--- src/rtl/seven_segment_display_refresher_core_macros.svh ---
// Assertion macros shared by the refresher RTL.
`ifndef SEVEN_SEGMENT_DISPLAY_REFRESHER_CORE_MACROS_SVH
`define SEVEN_SEGMENT_DISPLAY_REFRESHER_CORE_MACROS_SVH

// Same-cycle implication.
`define SSDR_ASSERT_IMP(label, clk, rst, ante, cons, msg) \
   label: assert property (@(posedge clk) disable iff (rst) (ante) |-> (cons)) \
      else $error(msg);

// Next-cycle implication.
`define SSDR_ASSERT_NEXT(label, clk, rst, ante, cons, msg) \
   label: assert property (@(posedge clk) disable iff (rst) (ante) |=> (cons)) \
      else $error(msg);

`endif

--- src/rtl/ssdr_pkg.sv ---
package ssdr_pkg;

   localparam int PORTS_DEF      = 20;
   localparam int PORTS_PER_CHIP = 5;
   localparam int SEG_BYTES      = PORTS_PER_CHIP * 3;
   localparam int PAIRS          = (SEG_BYTES + 1) / 2;
   localparam int IDX_W          = 5;
   localparam int CHAN_W         = 5;
   localparam int CNT_W          = 3;

   localparam logic [7:0] BYTE_SETUP   = 8'h40;
   localparam logic [7:0] BYTE_ADDR    = 8'hC0;
   localparam logic [7:0] BYTE_DISP_ON = 8'h8F;

   localparam int MOD_DIV     = 1000;
   localparam int RECIP       = 16777;
   localparam int RECIP_SHIFT = 24;
   localparam int HUNDRED     = 100;
   localparam int TEN         = 10;

   localparam logic [CHAN_W-1:0] CHAN_TWO_CHIPS  = 5'd10;
   localparam logic [CHAN_W-1:0] CHAN_FOUR_CHIPS = 5'd20;
   localparam logic [CHAN_W-1:0] CHAN_RESET      = 5'd20;

   localparam logic CSR_CHANNEL_COUNT = 1'b0;

   typedef struct packed {
      logic [4:0]  port;
      logic [15:0] value;
   } req_type;

   typedef struct packed {
      logic [1:0] chip;
      logic [7:0] first_byte;
      logic [7:0] second_byte;
      logic       pair;
      logic       end_of_transaction;
      logic       last;
   } rsp_type;

   typedef struct packed {
      logic       vld;
      logic [7:0] hundreds;
      logic [7:0] tens;
      logic [7:0] ones;
   } trio_type;

   function automatic logic [7:0] seg_code(input logic [3:0] digit);
      logic [7:0] code;
      unique case (digit)
         4'd0: code = 8'h3F;
         4'd1: code = 8'h06;
         4'd2: code = 8'h5B;
         4'd3: code = 8'h4F;
         4'd4: code = 8'h66;
         4'd5: code = 8'h6D;
         4'd6: code = 8'h7D;
         4'd7: code = 8'h07;
         4'd8: code = 8'h7F;
         4'd9: code = 8'h6F;
         default: code = 8'h00;
      endcase
      return code;
   endfunction

endpackage

--- src/rtl/ssdr_digits.sv ---
module ssdr_digits (
   input  logic               clock,
   input  logic               reset,
   input  logic               in_vld,
   input  logic [15:0]        in_value,
   output ssdr_pkg::trio_type trio
);
   import ssdr_pkg::*;

   logic        s1_vld_ff, s2_vld_ff, s3_vld_ff, s4_vld_ff;
   logic [30:0] prod_ff;
   logic [15:0] val_ff;
   logic [9:0]  r_ff;
   logic [3:0]  h_ff;
   logic [6:0]  rem_ff;
   logic [7:0]  seg_h_ff, seg_t_ff, seg_o_ff;

   logic [6:0]  q;
   logic [16:0] diff;
   logic [9:0]  r_in;
   logic [3:0]  h_in;
   logic [9:0]  base_h;
   logic [3:0]  t_in;
   logic [6:0]  base_t;
   logic [3:0]  o_in;

   always_ff @(posedge clock) begin
      if (reset) begin
         s1_vld_ff <= 1'b0;
         s2_vld_ff <= 1'b0;
         s3_vld_ff <= 1'b0;
         s4_vld_ff <= 1'b0;
      end else begin
         s1_vld_ff <= in_vld;
         s2_vld_ff <= s1_vld_ff;
         s3_vld_ff <= s2_vld_ff;
         s4_vld_ff <= s3_vld_ff;
      end
   end

   // value mod 1000 via reciprocal estimate, then one correction
   always_comb begin
      q    = prod_ff[RECIP_SHIFT+6:RECIP_SHIFT];
      diff = {1'b0, val_ff} - 17'(q) * 17'(MOD_DIV);
      r_in = (diff >= 17'(MOD_DIV)) ? 10'(diff - 17'(MOD_DIV)) : 10'(diff);
   end

   always_comb begin
      h_in   = 4'd0;
      base_h = 10'd0;
      for (int d = 1; d < 10; d++) begin
         if (r_ff >= 10'(d * HUNDRED)) begin
            h_in   = 4'(d);
            base_h = 10'(d * HUNDRED);
         end
      end
   end

   always_comb begin
      t_in   = 4'd0;
      base_t = 7'd0;
      for (int d = 1; d < 10; d++) begin
         if (rem_ff >= 7'(d * TEN)) begin
            t_in   = 4'(d);
            base_t = 7'(d * TEN);
         end
      end
      o_in = 4'(rem_ff - base_t);
   end

   always_ff @(posedge clock) begin
      prod_ff  <= 31'(in_value) * 31'(RECIP);
      val_ff   <= in_value;
      r_ff     <= r_in;
      h_ff     <= h_in;
      rem_ff   <= 7'(r_ff - base_h);
      seg_h_ff <= seg_code(h_ff);
      seg_t_ff <= seg_code(t_in);
      seg_o_ff <= seg_code(o_in);
   end

   assign trio.vld      = s4_vld_ff;
   assign trio.hundreds = seg_h_ff;
   assign trio.tens     = seg_t_ff;
   assign trio.ones     = seg_o_ff;

endmodule

--- src/rtl/seven_segment_display_refresher_core.sv ---
// Update: the table entry is compared and written in the cycle after acceptance.
// Refresh, per chip: 5 table reads, a wait while the digit pipeline drains,
// 8 pair beats, 1 display-on beat; over four chips for a channel count of 20, two for 10.
// The first result is registered in ST_CONV, which follows ST_LOOKUP; one item at a time.
// Reset is synchronous: table valid bits clear at once, channel count is 20.
`include "seven_segment_display_refresher_core_macros.svh"

module seven_segment_display_refresher_core #(
   parameter int PORTS = ssdr_pkg::PORTS_DEF
) (
   input  logic              clock,
   input  logic              reset,
   input  logic              start,
   input  ssdr_pkg::req_type req_data,
   output logic              busy,
   output logic              rsp_valid,
   output ssdr_pkg::rsp_type rsp_data,
   input  logic              psel,
   input  logic              penable,
   input  logic              pwrite,
   input  logic [2:0]        paddr,
   input  logic [31:0]       pwdata,
   output logic [31:0]       prdata,
   output logic              pready
);
   import ssdr_pkg::*;

   localparam int AW = (PORTS > 1) ? $clog2(PORTS) : 1;

   typedef enum logic [2:0] {
      ST_IDLE,
      ST_LOOKUP,
      ST_CONV,
      ST_WAIT,
      ST_DATA,
      ST_DISPON
   } state_type;

   state_type         state_ff;
   logic [1:0]        chip_ff, last_chip_ff;
   logic [CNT_W-1:0]  slot_ff, push_ff, pair_ff;
   logic [AW-1:0]     upd_addr_ff;
   logic [15:0]       upd_value_ff;
   logic [CHAN_W-1:0] chan_ff;
   logic              rsp_valid_ff;
   rsp_type           rsp_ff;

   logic [15:0]       mem_ff [PORTS];
   logic [PORTS-1:0]  vld_ff;
   logic [15:0]       rd_data_ff;
   logic              rd_zero_ff;
   logic              rd_vld_ff;
   logic [7:0]        seg_ff [SEG_BYTES];

   logic [IDX_W-1:0]  rd_idx;
   logic              rd_ok;
   logic [AW-1:0]     rd_addr;
   logic [15:0]       cur_value;
   logic              port_ok;
   logic              mem_we;
   logic              csr_write;
   trio_type          trio;

   assign port_ok = (req_data.port != 5'd0) && (req_data.port <= 5'(PORTS));
   assign rd_idx  = (state_ff == ST_IDLE) ? 5'(req_data.port - 5'd1)
                  : 5'(5'(chip_ff) * 5'(PORTS_PER_CHIP) + 5'(slot_ff));
   assign rd_ok   = rd_idx < 5'(PORTS);
   assign rd_addr = rd_idx[AW-1:0];
   assign cur_value = rd_zero_ff ? 16'd0 : rd_data_ff;
   assign mem_we  = (state_ff == ST_LOOKUP) && (cur_value != upd_value_ff);

   always_ff @(posedge clock) begin
      if (mem_we) begin
         mem_ff[upd_addr_ff] <= upd_value_ff;
      end
      rd_data_ff <= mem_ff[rd_addr];
      rd_zero_ff <= !rd_ok || !vld_ff[rd_addr];
   end

   always_ff @(posedge clock) begin
      if (reset) begin
         vld_ff    <= '0;
         rd_vld_ff <= 1'b0;
      end else begin
         if (mem_we) begin
            vld_ff[upd_addr_ff] <= 1'b1;
         end
         rd_vld_ff <= (state_ff == ST_CONV);
      end
   end

   ssdr_digits u_digits (
      .clock    (clock),
      .reset    (reset),
      .in_vld   (rd_vld_ff),
      .in_value (cur_value),
      .trio     (trio)
   );

   // shift in three codes per port, shift out one or two per pair beat
   always_ff @(posedge clock) begin
      if (trio.vld) begin
         for (int i = 0; i < SEG_BYTES - 3; i++) begin
            seg_ff[i] <= seg_ff[i+3];
         end
         seg_ff[SEG_BYTES-3] <= trio.hundreds;
         seg_ff[SEG_BYTES-2] <= trio.tens;
         seg_ff[SEG_BYTES-1] <= trio.ones;
      end else if (state_ff == ST_DATA) begin
         if (pair_ff == '0) begin
            for (int i = 0; i < SEG_BYTES - 1; i++) begin
               seg_ff[i] <= seg_ff[i+1];
            end
         end else begin
            for (int i = 0; i < SEG_BYTES - 2; i++) begin
               seg_ff[i] <= seg_ff[i+2];
            end
         end
      end
   end

   always_ff @(posedge clock) begin
      if (reset) begin
         state_ff     <= ST_IDLE;
         chip_ff      <= '0;
         last_chip_ff <= '0;
         slot_ff      <= '0;
         push_ff      <= '0;
         pair_ff      <= '0;
         rsp_valid_ff <= 1'b0;
      end else begin
         rsp_valid_ff <= 1'b0;
         if (trio.vld) begin
            push_ff <= push_ff + 1'b1;
         end
         unique case (state_ff)
            ST_IDLE: begin
               if (start && port_ok) begin
                  upd_addr_ff  <= rd_addr;
                  upd_value_ff <= req_data.value;
                  state_ff     <= ST_LOOKUP;
               end
            end
            ST_LOOKUP: begin
               chip_ff <= '0;
               slot_ff <= '0;
               push_ff <= '0;
               if (mem_we && chan_ff == CHAN_TWO_CHIPS) begin
                  last_chip_ff <= 2'd1;
                  state_ff     <= ST_CONV;
               end else if (mem_we && chan_ff == CHAN_FOUR_CHIPS) begin
                  last_chip_ff <= 2'd3;
                  state_ff     <= ST_CONV;
               end else begin
                  state_ff <= ST_IDLE;
               end
            end
            ST_CONV: begin
               if (slot_ff == '0) begin
                  rsp_valid_ff              <= 1'b1;
                  rsp_ff.chip               <= chip_ff;
                  rsp_ff.first_byte         <= BYTE_SETUP;
                  rsp_ff.second_byte        <= 8'h00;
                  rsp_ff.pair               <= 1'b0;
                  rsp_ff.end_of_transaction <= 1'b1;
                  rsp_ff.last               <= 1'b0;
               end
               slot_ff <= slot_ff + 1'b1;
               if (slot_ff == CNT_W'(PORTS_PER_CHIP - 1)) begin
                  state_ff <= ST_WAIT;
               end
            end
            ST_WAIT: begin
               if (push_ff == CNT_W'(PORTS_PER_CHIP)) begin
                  pair_ff  <= '0;
                  state_ff <= ST_DATA;
               end
            end
            ST_DATA: begin
               rsp_valid_ff              <= 1'b1;
               rsp_ff.chip               <= chip_ff;
               rsp_ff.first_byte         <= (pair_ff == '0) ? BYTE_ADDR : seg_ff[0];
               rsp_ff.second_byte        <= (pair_ff == '0) ? seg_ff[0] : seg_ff[1];
               rsp_ff.pair               <= 1'b1;
               rsp_ff.end_of_transaction <= (pair_ff == CNT_W'(PAIRS - 1));
               rsp_ff.last               <= 1'b0;
               pair_ff <= pair_ff + 1'b1;
               if (pair_ff == CNT_W'(PAIRS - 1)) begin
                  state_ff <= ST_DISPON;
               end
            end
            ST_DISPON: begin
               rsp_valid_ff              <= 1'b1;
               rsp_ff.chip               <= chip_ff;
               rsp_ff.first_byte         <= BYTE_DISP_ON;
               rsp_ff.second_byte        <= 8'h00;
               rsp_ff.pair               <= 1'b0;
               rsp_ff.end_of_transaction <= 1'b1;
               rsp_ff.last               <= (chip_ff == last_chip_ff);
               if (chip_ff == last_chip_ff) begin
                  state_ff <= ST_IDLE;
               end else begin
                  chip_ff  <= chip_ff + 1'b1;
                  slot_ff  <= '0;
                  push_ff  <= '0;
                  state_ff <= ST_CONV;
               end
            end
            default: state_ff <= ST_IDLE;
         endcase
      end
   end

   assign csr_write = psel && penable && pwrite && pready;

   always_ff @(posedge clock) begin
      if (reset) begin
         chan_ff <= CHAN_RESET;
      end else if (csr_write && paddr[2] == CSR_CHANNEL_COUNT) begin
         chan_ff <= pwdata[CHAN_W-1:0];
      end
   end

   assign prdata    = (paddr[2] == CSR_CHANNEL_COUNT) ? 32'(chan_ff) : 32'd0;
   assign pready    = 1'b1;
   assign busy      = (state_ff != ST_IDLE);
   assign rsp_valid = rsp_valid_ff;
   assign rsp_data  = rsp_ff;

   `SSDR_ASSERT_IMP(a_last_is_disp_on, clock, reset, rsp_valid && rsp_data.last, rsp_data.end_of_transaction && rsp_data.first_byte == BYTE_DISP_ON, "last beat is not display-on")
   `SSDR_ASSERT_NEXT(a_accept_busy, clock, reset, start && !busy && port_ok, busy, "accepted update did not raise busy")
   `SSDR_ASSERT_IMP(a_push_window, clock, reset, trio.vld, state_ff == ST_CONV || state_ff == ST_WAIT, "digit push outside conversion")
   `SSDR_ASSERT_IMP(a_buffer_full, clock, reset, state_ff == ST_DATA, push_ff == CNT_W'(PORTS_PER_CHIP), "pair beats before buffer filled")

endmodule

--- config.mk ---
export PLATFORM = sky130hd
export DESIGN_NAME = seven_segment_display_refresher_core
export DESIGN_NICKNAME = d
export VERILOG_FILES = /design/src/rtl/ssdr_pkg.sv /design/src/rtl/ssdr_digits.sv /design/src/rtl/seven_segment_display_refresher_core.sv
export VERILOG_INCLUDE_DIRS = /design/src /design/src/rtl
export SDC_FILE = /design/constraint.sdc
export NUM_CORES = 1
export LEC_CHECK = 0
export BUFFER_PORTS_ARGS = -buffer_cell sky130_fd_sc_hd__buf_2
export CAP_MARGIN = 20
export CORE_MARGIN = 10
export CORE_UTILIZATION = 56
export CTS_CLUSTER_SIZE = 30
export DETAILED_ROUTE_END_ITERATION = 8
export PLACE_DENSITY = 0.76
export SETUP_SLACK_MARGIN = 0.3
export SLEW_MARGIN = 40
export SYNTH_ARGS = -nofsm -noshare
export SYNTH_HDL_FRONTEND = slang
export SYNTH_SLANG_ARGS = --single-unit
export TNS_END_PERCENT = 30
--- constraint.sdc ---
create_clock -name clock -period 5.45 [get_ports clock]
set_clock_uncertainty 0.2 [all_clocks]
set_input_delay 0 -clock clock [delete_from_list [all_inputs] [get_ports clock]]
set_output_delay 0 -clock clock [all_outputs]
set_load 0.05 [all_outputs]
Word-level counts from Yosys, hierarchy flattened --
Memory sizes are Yosys's and may differ from the RTL's. A register that Yosys moved wholly into a read port is not among the register bits. Index checks and enable logic that the tools add are counted.
Operators by class: order comparisons 24, reductions and logical operators 31, multiplexer cells 107, multiply operators 3, add/sub/neg operators 10, eq/ne operators 18, bitwise gates (word level) 30
Operator list (count):
- $mux 8 | 29
- $mux 7 | 9
- $pmux 21 s3 | 1
- $mux 3 | 16
- $mux 4 | 11
- $ge 10x10->1 const B | 4
- $mul 16x15->31 const B | 1
- $ge 10x9->1 const B | 3
- $or 1x1->1 | 27
- $ge 7x6->1 const B | 3
- $ge 7x7->1 const B | 3
- $mux 21 | 1
- $mux 2 | 10
- $or 20x20->20 | 1
- $mux 1 | 18
- $pmux 3 s6 | 1
- $ge 17x10->1 const B | 1
- $sub 16x17->17 | 1
- $mux 16 | 1
- $ne 16x16->1 | 1
- $eq 3x3->1 const B | 5
- $ge 7x5->1 const B | 2
- $mul 7x7->14 const B | 1
- $lt 5x6->1 const B | 2
- other kinds (41) | 71
Storage, ports and cells: input bits 62, output and inout bits 56, flip-flop bits (word level) 182, word-level logic and storage cells 260, memories kept 5, bits in writable memories 440, memory bits (read-only) 336
Memories:
- mem_ff | depth 20, bits a word 16, rd ports 1, clocked after memory_dff 1, wr ports 1, line seven_segment_display_refresher_core.sv:48 | logic [15:0] mem_ff [PORTS];
- seg_ff | depth 15, bits a word 8, rd ports 15, clocked after memory_dff 0, wr ports 15, line seven_segment_display_refresher_core.sv:53 | logic [7:0] seg_ff [SEG_BYTES];
- (name not given) | depth 16, bits a word 7, rd ports 1, clocked after memory_dff 1, wr ports 0, line ssdr_pkg.sv:50 | unique case (digit)
- (name not given) | depth 16, bits a word 7, rd ports 1, clocked after memory_dff 1, wr ports 0, line ssdr_pkg.sv:50
- (name not given) | depth 16, bits a word 7, rd ports 1, clocked after memory_dff 1, wr ports 0, line ssdr_pkg.sv:50

Logic depth before layout (Yosys ltp) --
Gate-level depths: netlist of the first run.
depth after elaboration 11, depth in mapped cells 24

By module --
From an unflattened synthesis of the first run, not the netlist that was laid out.
Unflattened totals: cells, all modules 2708, area total of the unflattened synthesis 30640.6 sq um
By module, submodules not included:
- seven_segment_display_refresher_core | cells each 1874, sequential area each 15675.0 sq um, times used 1, area each 23074.6 sq um
- ssdr_digits | cells each 834, sequential area each 1381.3 sq um, times used 1, area each 7566.0 sq um

Worst setup path before layout of the first run --
No wires, ideal clock.
path type register -> register, start reg rd_zero_ff, end reg u_digits.prod_ff[29], data arrival time 5.338 ns, setup slack -0.220 ns, required time 5.117 ns, setup time 0.133 ns, stages on the path, launching flop included 23, clock period less this slack 5.670 ns, buffers on the path 3, cell sequence dfxtp_1 > clkbuf_1 > clkbuf_1 > clkbuf_1 > nor2b_1 > ha_1 > ha_1 > fa_1 > inv_1 > fa_1 > fa_1 > inv_1 > ha_1 > ha_1 > a21o_1 > a21o_1 > a221oi_1 > o21ai_0 > nand3_1 > a21oi_1 > o21ai_0 > a21oi_1 > xor2_1
Between the ends: word-level cells in the longest chain between the ends 2
RTL lines:
- start: declaration | line seven_segment_display_refresher_core.sv:51 | logic rd_zero_ff;
- start signal: assignment | line seven_segment_display_refresher_core.sv:77 | rd_zero_ff <= !rd_ok || !vld_ff[rd_addr];
- $mux 16 | line seven_segment_display_refresher_core.sv:69 | assign cur_value = rd_zero_ff ? 16'd0 : rd_data_ff;
- via cur_value[6] | line seven_segment_display_refresher_core.sv:58 | logic [15:0] cur_value;
- $mul 16x15->31 | line ssdr_digits.sv:72 | prod_ff <= 31'(in_value) * 31'(RECIP);
- end signal: assignment | line ssdr_digits.sv:72
- end: declaration | line ssdr_digits.sv:11 | logic [30:0] prod_ff;
The timed path passes the listed nets, and every way through them passes these cells. A chain may end at the register's enable or synchronous reset.

Final worst setup path of the first run --
start reg u_digits.prod_ff[26], end reg u_digits.r_ff[6]
Between the ends: word-level cells in the longest chain between the ends 4, elaborated cells between the ends (all ways) 5, those cells by class add/sub (2); mul (1); order compare (1); mux (1)
RTL lines:
- $mul 7x7->14 * | line ssdr_digits.sv:44 | diff = {1'b0, val_ff} - 17'(q) * 17'(MOD_DIV);
- $sub 16x17->17 * | line ssdr_digits.sv:44
- $ge 17x10->1 or $sub 10x10->10 (tied branches) | line ssdr_digits.sv:45 | r_in = (diff >= 17'(MOD_DIV)) ? 10'(diff - 17'(MOD_DIV)) : 10'(diff);
- $mux 10 * | line ssdr_digits.sv:45
- via u_digits.r_in[6] | line ssdr_digits.sv:20 | logic [9:0] r_in;
- end signal: assignment | line ssdr_digits.sv:74 | r_ff <= r_in;
- end: declaration | line ssdr_digits.sv:13 | logic [9:0] r_ff;
Mark *: on every way through the listed nets, which the timed path passes. The rest lies on a longest branch.

==> run metrics, run 1 <==
outcome complete, but fails checks; violations in the final reports negative setup slack; Detail Route Antenna Nets 0; count of clock tree sinks 595; transition time at the pin with the least slew margin 0.828 ns; DR vias 18,392; critical path type reg -> reg; number of global-route vias before repair 18,539; first-pass GRT wire length 100,000 um; DRC violation total after the first TritonRoute iteration 1,221; final setup violating endpoints 5; final hold slack 0.0474 ns; worst reg2reg startpoint u_digits.prod_ff[26]; number of rows created at floorplan 83; largest net degree at the start of global routing 141; CTS Root Buffer Type sky130_fd_sc_hd__clkbuf_16; CTS Buf Count 58; number of warnings printed during yosys synthesis 0; Placeable Area 51,600 um2; synthesized instance count 2,292; Pwr per Cell Area 486 nW/um2; synthesized area divided by synthesized cell count 12.8 um2; number of cells on the worst hold path 5; series of cell instances along the critical path fa_1 > fa_1 > inv_1 > fa_1 > fa_1 > inv_2 > ha_4 > inv_2 > o21bai_1 > a21oi_2 > o21bai_1 > a21oi_2 > o21bai_1 > a21oi_1 > xor2_1 > ha_1 > a21o_1 > a211oi_2 > a21o_2 > o32a_1 > o2111ai_2 > o31ai_2 > buf_4 > xor2_1; final worst setup slack -0.0559 ns; H-tree depth 2; largest fanout on the critical path 4; startpoint kind of the worst setup timing path flop; distinct cell type count after synthesis 77; required time of the critical path 5.78 ns; fraction of final layout cells with drive strength greater than 1 17.2%; leftover overflow at the end of global routing 0; Vert. Die Dim 249 um; CP peak stage delay 0.51 ns; Min-Delay Path Class in -> reg; Synth Flop Type sky130_fd_sc_hd__edfxtp_1; Detail Placement HPWL 39,400 um; FMAX 182 MHz; crit end category flop; count of port buffers added during placement 59; clock network latency to the later pin of the worst-skew pair 0.62 ns; clock buffer depth 3; reported leakage power 13.3 nW; number of nets at the end of the flow 2,765; standard cell with the maximum stage delay on the critical path sky130_fd_sc_hd__fa_1; number of fill cells in the layout 3,543; data arrival time of the critical path 5.84 ns; post-detailed-routing wire length 62,900 um; routed wire length per instance 19.8 um; number of DRC violations after detailed routing 0; reg-to-reg setup timing slack -0.06 ns; final total power 16.3 mW; initial standard-cell utilization of the core 56.8%; hold path endpoint upd_addr_ff[2]; layout overhead on the synthesized area 14.2%; TNS Setup -0.138 ns; number of antenna violations at the first check in global routing 0; final weighted congestion in routability-driven placement 0.848; Async S/R FF share, synth 0%; Max Cap Viol 0; worst rel slew slack 44.8%; clock tree from TritonCTS yes; hold path startpoint req_data[18]; Synth Cell Area 29,300 um2; first drt pass iteration count 7; RSZ-0062 raised after global routing yes; highest-count cells in the layout ignoring fill and taps sky130_fd_sc_hd__edfxtp_1 (466), sky130_fd_sc_hd__nand2_1 (247), sky130_fd_sc_hd__ha_1 (197); clock slew seen by the registers of the worst setup and hold paths 0.06 ns; count of state elements after synthesis 595; end of the worst register-to-register path u_digits.r_ff[6]; fin util 64.9%; die outline area 61,900 um2; minimum clock period 5.51 ns; final-report max-slew violation count 0; critical path's most frequent cell sky130_fd_sc_hd__fa_1; portion of the clock cycle consumed by the worst path in the final layout 101%; number of enable flip-flop cells after synthesis 466; I/O pin count 118; antenna diode count 0; count of endpoints failing hold in the final timing report 0; global router's overall resource usage 19.7%; Worst Reg-to-Reg Cells 24; Worst VDD drop 0.325 mV; width of the die 249 um; sequential area share after synthesis 56.6%; most common library cell in the layout ignoring fill and taps sky130_fd_sc_hd__edfxtp_1; detailed-route vias per instance 5.78
-- flip-flops by register name, summed over array words and instances (netlist names), 2 cells and up --
register,flops
rd_data_ff,16
u_digits.seg_t_ff,7
rsp_data,20
mem_ff,320
u_digits.seg_o_ff,7
chan_ff,5
u_digits.rem_ff,7
u_digits.h_ff,4
state_ff,3
u_digits.prod_ff,10
upd_value_ff,16
seg_ff,105
u_digits.val_ff,13
chip_ff,2
vld_ff,20
last_chip_ff,2
upd_addr_ff,5
u_digits.r_ff,10
push_ff,3
pair_ff,3
slot_ff,3
u_digits.seg_h_ff,7
-- critical path: cells and delay by family, from the launching register on --
kind,cells,cell delay (ns)
fa+ha+maj,6,2.53
compound gates,12,1.77
flops,1,0.35
buf+inv,4,0.29
xor+xnor,2,0.29
-- cell type report --
cell class              instances  area (um2)  share of cell area [%]
multi-input cells            1403       11700                    35.1
repair buffers                196        1590                    4.75
flip-flops and latches        595       16600                    49.5
clock buffers                  83        1650                    4.92
well taps                     680         851                    2.54
clock inverters                26         322                   0.960
inverters                     197         741                    2.21
-- Yosys cell counts (4+ instances only) --
| library cell | number | share of area (%) |
|---|---|---|
| sky130_fd_sc_hd__a211o_1 | 4 | 0.12 |
| sky130_fd_sc_hd__a211oi_1 | 10 | 0.26 |
| sky130_fd_sc_hd__a21o_1 | 17 | 0.44 |
| sky130_fd_sc_hd__a21oi_1 | 76 | 1.3 |
| sky130_fd_sc_hd__a22oi_1 | 4 | 0.10 |
| sky130_fd_sc_hd__a31oi_1 | 83 | 1.8 |
| sky130_fd_sc_hd__and3_1 | 6 | 0.13 |
| sky130_fd_sc_hd__buf_1 | 8 | 0.10 |
| sky130_fd_sc_hd__buf_2 | 11 | 0.19 |
| sky130_fd_sc_hd__buf_4 | 36 | 0.92 |
| sky130_fd_sc_hd__clkbuf_1 | 69 | 0.88 |
| sky130_fd_sc_hd__dfxtp_1 | 129 | 8.8 |
| sky130_fd_sc_hd__edfxtp_1 | 466 | 48 |
| sky130_fd_sc_hd__fa_1 | 51 | 3.5 |
| sky130_fd_sc_hd__ha_1 | 201 | 8.6 |
| sky130_fd_sc_hd__inv_1 | 194 | 2.5 |
| sky130_fd_sc_hd__mux2_2 | 24 | 0.92 |
| sky130_fd_sc_hd__mux2i_1 | 45 | 1.5 |
| sky130_fd_sc_hd__mux4_2 | 84 | 6.5 |
| sky130_fd_sc_hd__nand2_1 | 248 | 3.2 |
| sky130_fd_sc_hd__nand2b_1 | 12 | 0.26 |
| sky130_fd_sc_hd__nand3_1 | 9 | 0.15 |
| sky130_fd_sc_hd__nand4_1 | 4 | 0.085 |
| sky130_fd_sc_hd__nor2_1 | 178 | 2.3 |
| sky130_fd_sc_hd__nor2b_1 | 34 | 0.73 |
| sky130_fd_sc_hd__nor3_1 | 16 | 0.27 |
| sky130_fd_sc_hd__nor4_1 | 4 | 0.085 |
| sky130_fd_sc_hd__nor4bb_1 | 6 | 0.20 |
| sky130_fd_sc_hd__o21ai_0 | 88 | 1.5 |
| sky130_fd_sc_hd__o21ba_2 | 21 | 0.72 |
| sky130_fd_sc_hd__o21bai_1 | 6 | 0.15 |
| sky130_fd_sc_hd__o22ai_1 | 11 | 0.23 |
| sky130_fd_sc_hd__o31ai_1 | 7 | 0.18 |
| sky130_fd_sc_hd__o32ai_1 | 5 | 0.15 |
| sky130_fd_sc_hd__or3_1 | 11 | 0.23 |
| sky130_fd_sc_hd__xnor2_1 | 36 | 1.1 |
| sky130_fd_sc_hd__xor2_1 | 17 | 0.51 |
-- cells by family (layout without fill, tap and decap cells) --
| logic type | after synthesis | count (layout) | synth area share (%) |
|---|---|---|---|
| DFF | 595 | 595 | 56.6 |
| and+or+nand+nor | 551 | 551 | 8.24 |
| AOI/OAI and AO/OA | 363 | 363 | 7.92 |
| buffers and inverters | 321 | 502 | 4.62 |
| adders and majority gates | 254 | 254 | 12.1 |
| muxes | 153 | 153 | 8.91 |
| xor gates and xnor gates | 53 | 53 | 1.58 |
| other | 2 | 29 | 0.0256 |
-- metrics by stage --
stage	setup WS (ns)	std cells	instance area [um2]
final	-0.0559	3180	33500
after global routing	-0.278	3180	33500
after CTS	-0.0746	3172	33300
after detailed placement	-0.149	3009	30700
after global placement	-0.00827	3005	30600
after floorplan	0.103	2319	29500
-- what timing repair did --
item                       4_1_cts  5_1_grt
setup endpoints to repair       11       12
hold buffers                    53        0
gates resized for setup         12       28
pin swaps                        3       24
gates cloned                     0        0
hold endpoints to repair        80        0
setup buffers                    1        3
-- power by group --
group	total (mW)	internal [mW]	leakage, nW	switching, mW
clock	4.10	2.39	0.962	1.71
sequential	5.62	5.27	5.26	0.357
combinational	6.53	2.88	7.08	3.65
-- worst max-delay path by stage --
| stage | from | endpoint | slack, ns | cells past startpoint |
|---|---|---|---|---|
| 3_3_place_gp | u_digits.prod_ff[25] | u_digits.r_ff[8] | -0.008 | 25 |
| 4_1_cts | u_digits.prod_ff[25] | u_digits.r_ff[7] | -0.07 | 25 |
| 6_report | u_digits.prod_ff[26] | u_digits.r_ff[6] | -0.06 | 24 |
| 3_5_place_dp | u_digits.prod_ff[25] | u_digits.r_ff[8] | -0.15 | 25 |
| 5_1_grt | u_digits.prod_ff[26] | u_digits.r_ff[6] | -0.28 | 24 |
| 2_1_floorplan | u_digits.prod_ff[25] | u_digits.r_ff[8] | 0.10 | 24 |
-- per-layer routing --
layer / up-vias / track usage, % / routed length (um)
met5: - / 0 / 0
met4: 0 / 5.71 / 1450
met3: 101 / 2.80 / 3210
met2: 534 / 34.9 / 32700
met1: 9224 / 24.7 / 25500
li1: 8533 / - / -
(Power assumes the default switching activity.)
==> run 2: changes to the inputs <==
CORE_ASPECT_RATIO = 1.4   (was unset)
==> run metrics, run 2 (synthesis gave the netlist of run 1 again) <==
RSZ-0062 raised after global routing yes; clock tree from TritonCTS yes; count of clock tree sinks 595; count of endpoints failing hold in the final timing report 0; required time of the critical path 5.79 ns; Detail Placement HPWL 41,600 um; leftover overflow at the end of global routing 0; reg-to-reg setup timing slack -0.11 ns; final weighted congestion in routability-driven placement 0.856; startpoint kind of the worst setup timing path flop; most common library cell in the layout ignoring fill and taps sky130_fd_sc_hd__edfxtp_1; detailed-route vias per instance 5.73; count of port buffers added during placement 59; final-report max-slew violation count 0; layout overhead on the synthesized area 13.8%; biggest regs mem_ff x320, seg_ff x105; Largest register FFs 320; Vert. Die Dim 291 um; CTS Root Buffer Type sky130_fd_sc_hd__clkbuf_16; number of nets at the end of the flow 2,771; Worst Reg-to-Reg Cells 24; DRC violation total after the first TritonRoute iteration 1,085; critical path type reg -> reg; transition time at the pin with the least slew margin 0.913 ns; Setup crit end u_digits.r_ff[6]; number of rows created at floorplan 99; area of the multi-input gates 11,700 um2; DR vias 18,079; Min-Delay Path Class in -> reg; Max Cap Viol 0; routed wire length per instance 19.2 um; violations in the final reports negative setup slack; FMAX 180 MHz; Pwr per Cell Area 483 nW/um2; TNS Setup -0.592 ns; register name with the most flops mem_ff; I/O pin count 118; fraction of final layout cells with drive strength greater than 1 17.0%; Detail Route Antenna Nets 0; crit end category flop; number of fill cells in the layout 3,713; Placeable Area 52,000 um2; final hold slack 0.0307 ns; reported leakage power 13.3 nW; first-pass GRT wire length 97,300 um; largest fanout on the critical path 2; clock network latency to the later pin of the worst-skew pair 0.61 ns; final worst setup slack -0.107 ns; first drt pass iteration count 5; width of the die 213 um; die outline area 62,000 um2; minimum clock period 5.56 ns; critical path launch point u_digits.prod_ff[24]; hold path startpoint req_data[18]; number of antenna violations at the first check in global routing 2; data arrival time of the critical path 5.90 ns; final setup violating endpoints 7; CTS Buf Count 53; clock buffer depth 3; global router's overall resource usage 19.8%; outcome complete, but fails checks; worst reg2reg startpoint u_digits.prod_ff[24]; antenna diode count 0; H-tree depth 2; initial standard-cell utilization of the core 56.3%; Worst VDD drop 0.388 mV; worst rel slew slack 38.3%; highest-count cells in the layout ignoring fill and taps sky130_fd_sc_hd__edfxtp_1 (466), sky130_fd_sc_hd__nand2_1 (248), sky130_fd_sc_hd__ha_1 (198); end of the worst register-to-register path u_digits.r_ff[6]; largest net degree at the start of global routing 85; clock slew seen by the registers of the worst setup and hold paths 0.07 ns; portion of the clock cycle consumed by the worst path in the final layout 102%; post-detailed-routing wire length 60,800 um; number of DRC violations after detailed routing 0; number of global-route vias before repair 18,764; storage element area 16,600 um2
[run 2: changes by cell type in the layout (fill, tap and decap cells not counted), moves of 3 or more]
cell	before	now
sky130_fd_sc_hd__dfxtp_1	121	124
sky130_fd_sc_hd__clkinv_1	9	6
sky130_fd_sc_hd__clkbuf_16	59	53
sky130_fd_sc_hd__o21ai_1	1	4
sky130_fd_sc_hd__clkbuf_8	9	5
sky130_fd_sc_hd__clkinvlp_4	0	3
sky130_fd_sc_hd__clkbuf_1	16	11
sky130_fd_sc_hd__a21oi_1	62	65
sky130_fd_sc_hd__clkinv_2	8	12
sky130_fd_sc_hd__buf_4	70	82
sky130_fd_sc_hd__a21oi_2	12	8
[run 2: final cells by class]
class | count | area share (%)
Tap cell | 656 | 2.46
Multi-Input combinational cell | 1403 | 35.1
Inverter | 197 | 2.22
Clock buffer | 69 | 4.30
Clock inverter | 30 | 1.17
Timing Repair Buffer | 207 | 5.02
Sequential cell | 595 | 49.7
[run 2: repair_timing]
action,4_1_cts,5_1_grt
setup endpoints to repair,11,12
resized for setup,19,13
hold endpoints to repair,80,0
buffers inserted,5,0
pin swaps,12,2
hold buffers,53,0
[run 2: worst min-delay path by stage]
| stage | end | slack [ns] | depth (start not counted) |
|---|---|---|---|
| after floorplan | upd_value_ff[0] | -0.10 | 0 |
| after global placement | upd_value_ff[7] | -0.02 | 1 |
| after detailed placement | upd_value_ff[9] | -0.02 | 1 |
| after CTS | rd_data_ff[9] | 0.03 | 6 |
| after global routing | upd_addr_ff[2] | 0.06 | 5 |
| final | rd_zero_ff | 0.03 | 6 |
[run 2: critical path: stages (launching register included)]
cell,delay [ns]
sky130_fd_sc_hd__dfxtp_2,0.33
sky130_fd_sc_hd__fa_1,0.52
sky130_fd_sc_hd__fa_1,0.53
sky130_fd_sc_hd__inv_2,0.05
sky130_fd_sc_hd__fa_1,0.45
sky130_fd_sc_hd__fa_1,0.51
sky130_fd_sc_hd__inv_2,0.05
sky130_fd_sc_hd__ha_4,0.26
sky130_fd_sc_hd__inv_2,0.03
sky130_fd_sc_hd__o21bai_1,0.15
sky130_fd_sc_hd__a21oi_2,0.08
sky130_fd_sc_hd__o21bai_1,0.15
sky130_fd_sc_hd__a21oi_2,0.08
sky130_fd_sc_hd__o21bai_1,0.15
sky130_fd_sc_hd__a21oi_1,0.10
sky130_fd_sc_hd__xor2_1,0.15
sky130_fd_sc_hd__ha_1,0.29
sky130_fd_sc_hd__a21o_1,0.21
sky130_fd_sc_hd__a211oi_2,0.19
sky130_fd_sc_hd__a21o_2,0.11
sky130_fd_sc_hd__o32a_1,0.20
sky130_fd_sc_hd__o2111ai_4,0.15
sky130_fd_sc_hd__o31ai_4,0.28
sky130_fd_sc_hd__buf_4,0.15
sky130_fd_sc_hd__xor2_1,0.13
[run 2: metrics by stage]
step                setup WS [ns]  cell area (um2)  util, %  std cells  total power, mW
floorplan                   0.103            29500        -       2319             10.4
global placement          -0.0394            30700     59.0       2992             11.8
detailed placement         -0.178            30800     59.2       2996             12.1
CTS                        -0.154            33300     63.9       3153             16.2
global route               -0.388            33400     64.1       3157             17.2
finish                     -0.107            33400     64.1       3157             16.1
[run 2: layer usage]
layer	GRT usage, %	vias to the layer above	wire (um)
met4	7.16	2	1930
met1	21.9	8962	22600
li1	-	8550	-
met2	36.8	446	33300
met5	0	-	13
met3	3.46	119	2930
[run 2: where the power goes]
part           switching, mW  internal [mW]  total [mW]
logic                   3.69           2.91        6.60
registers              0.363           5.26        5.63
clock network           1.64           2.25        3.89
total                   5.69           10.4        16.1
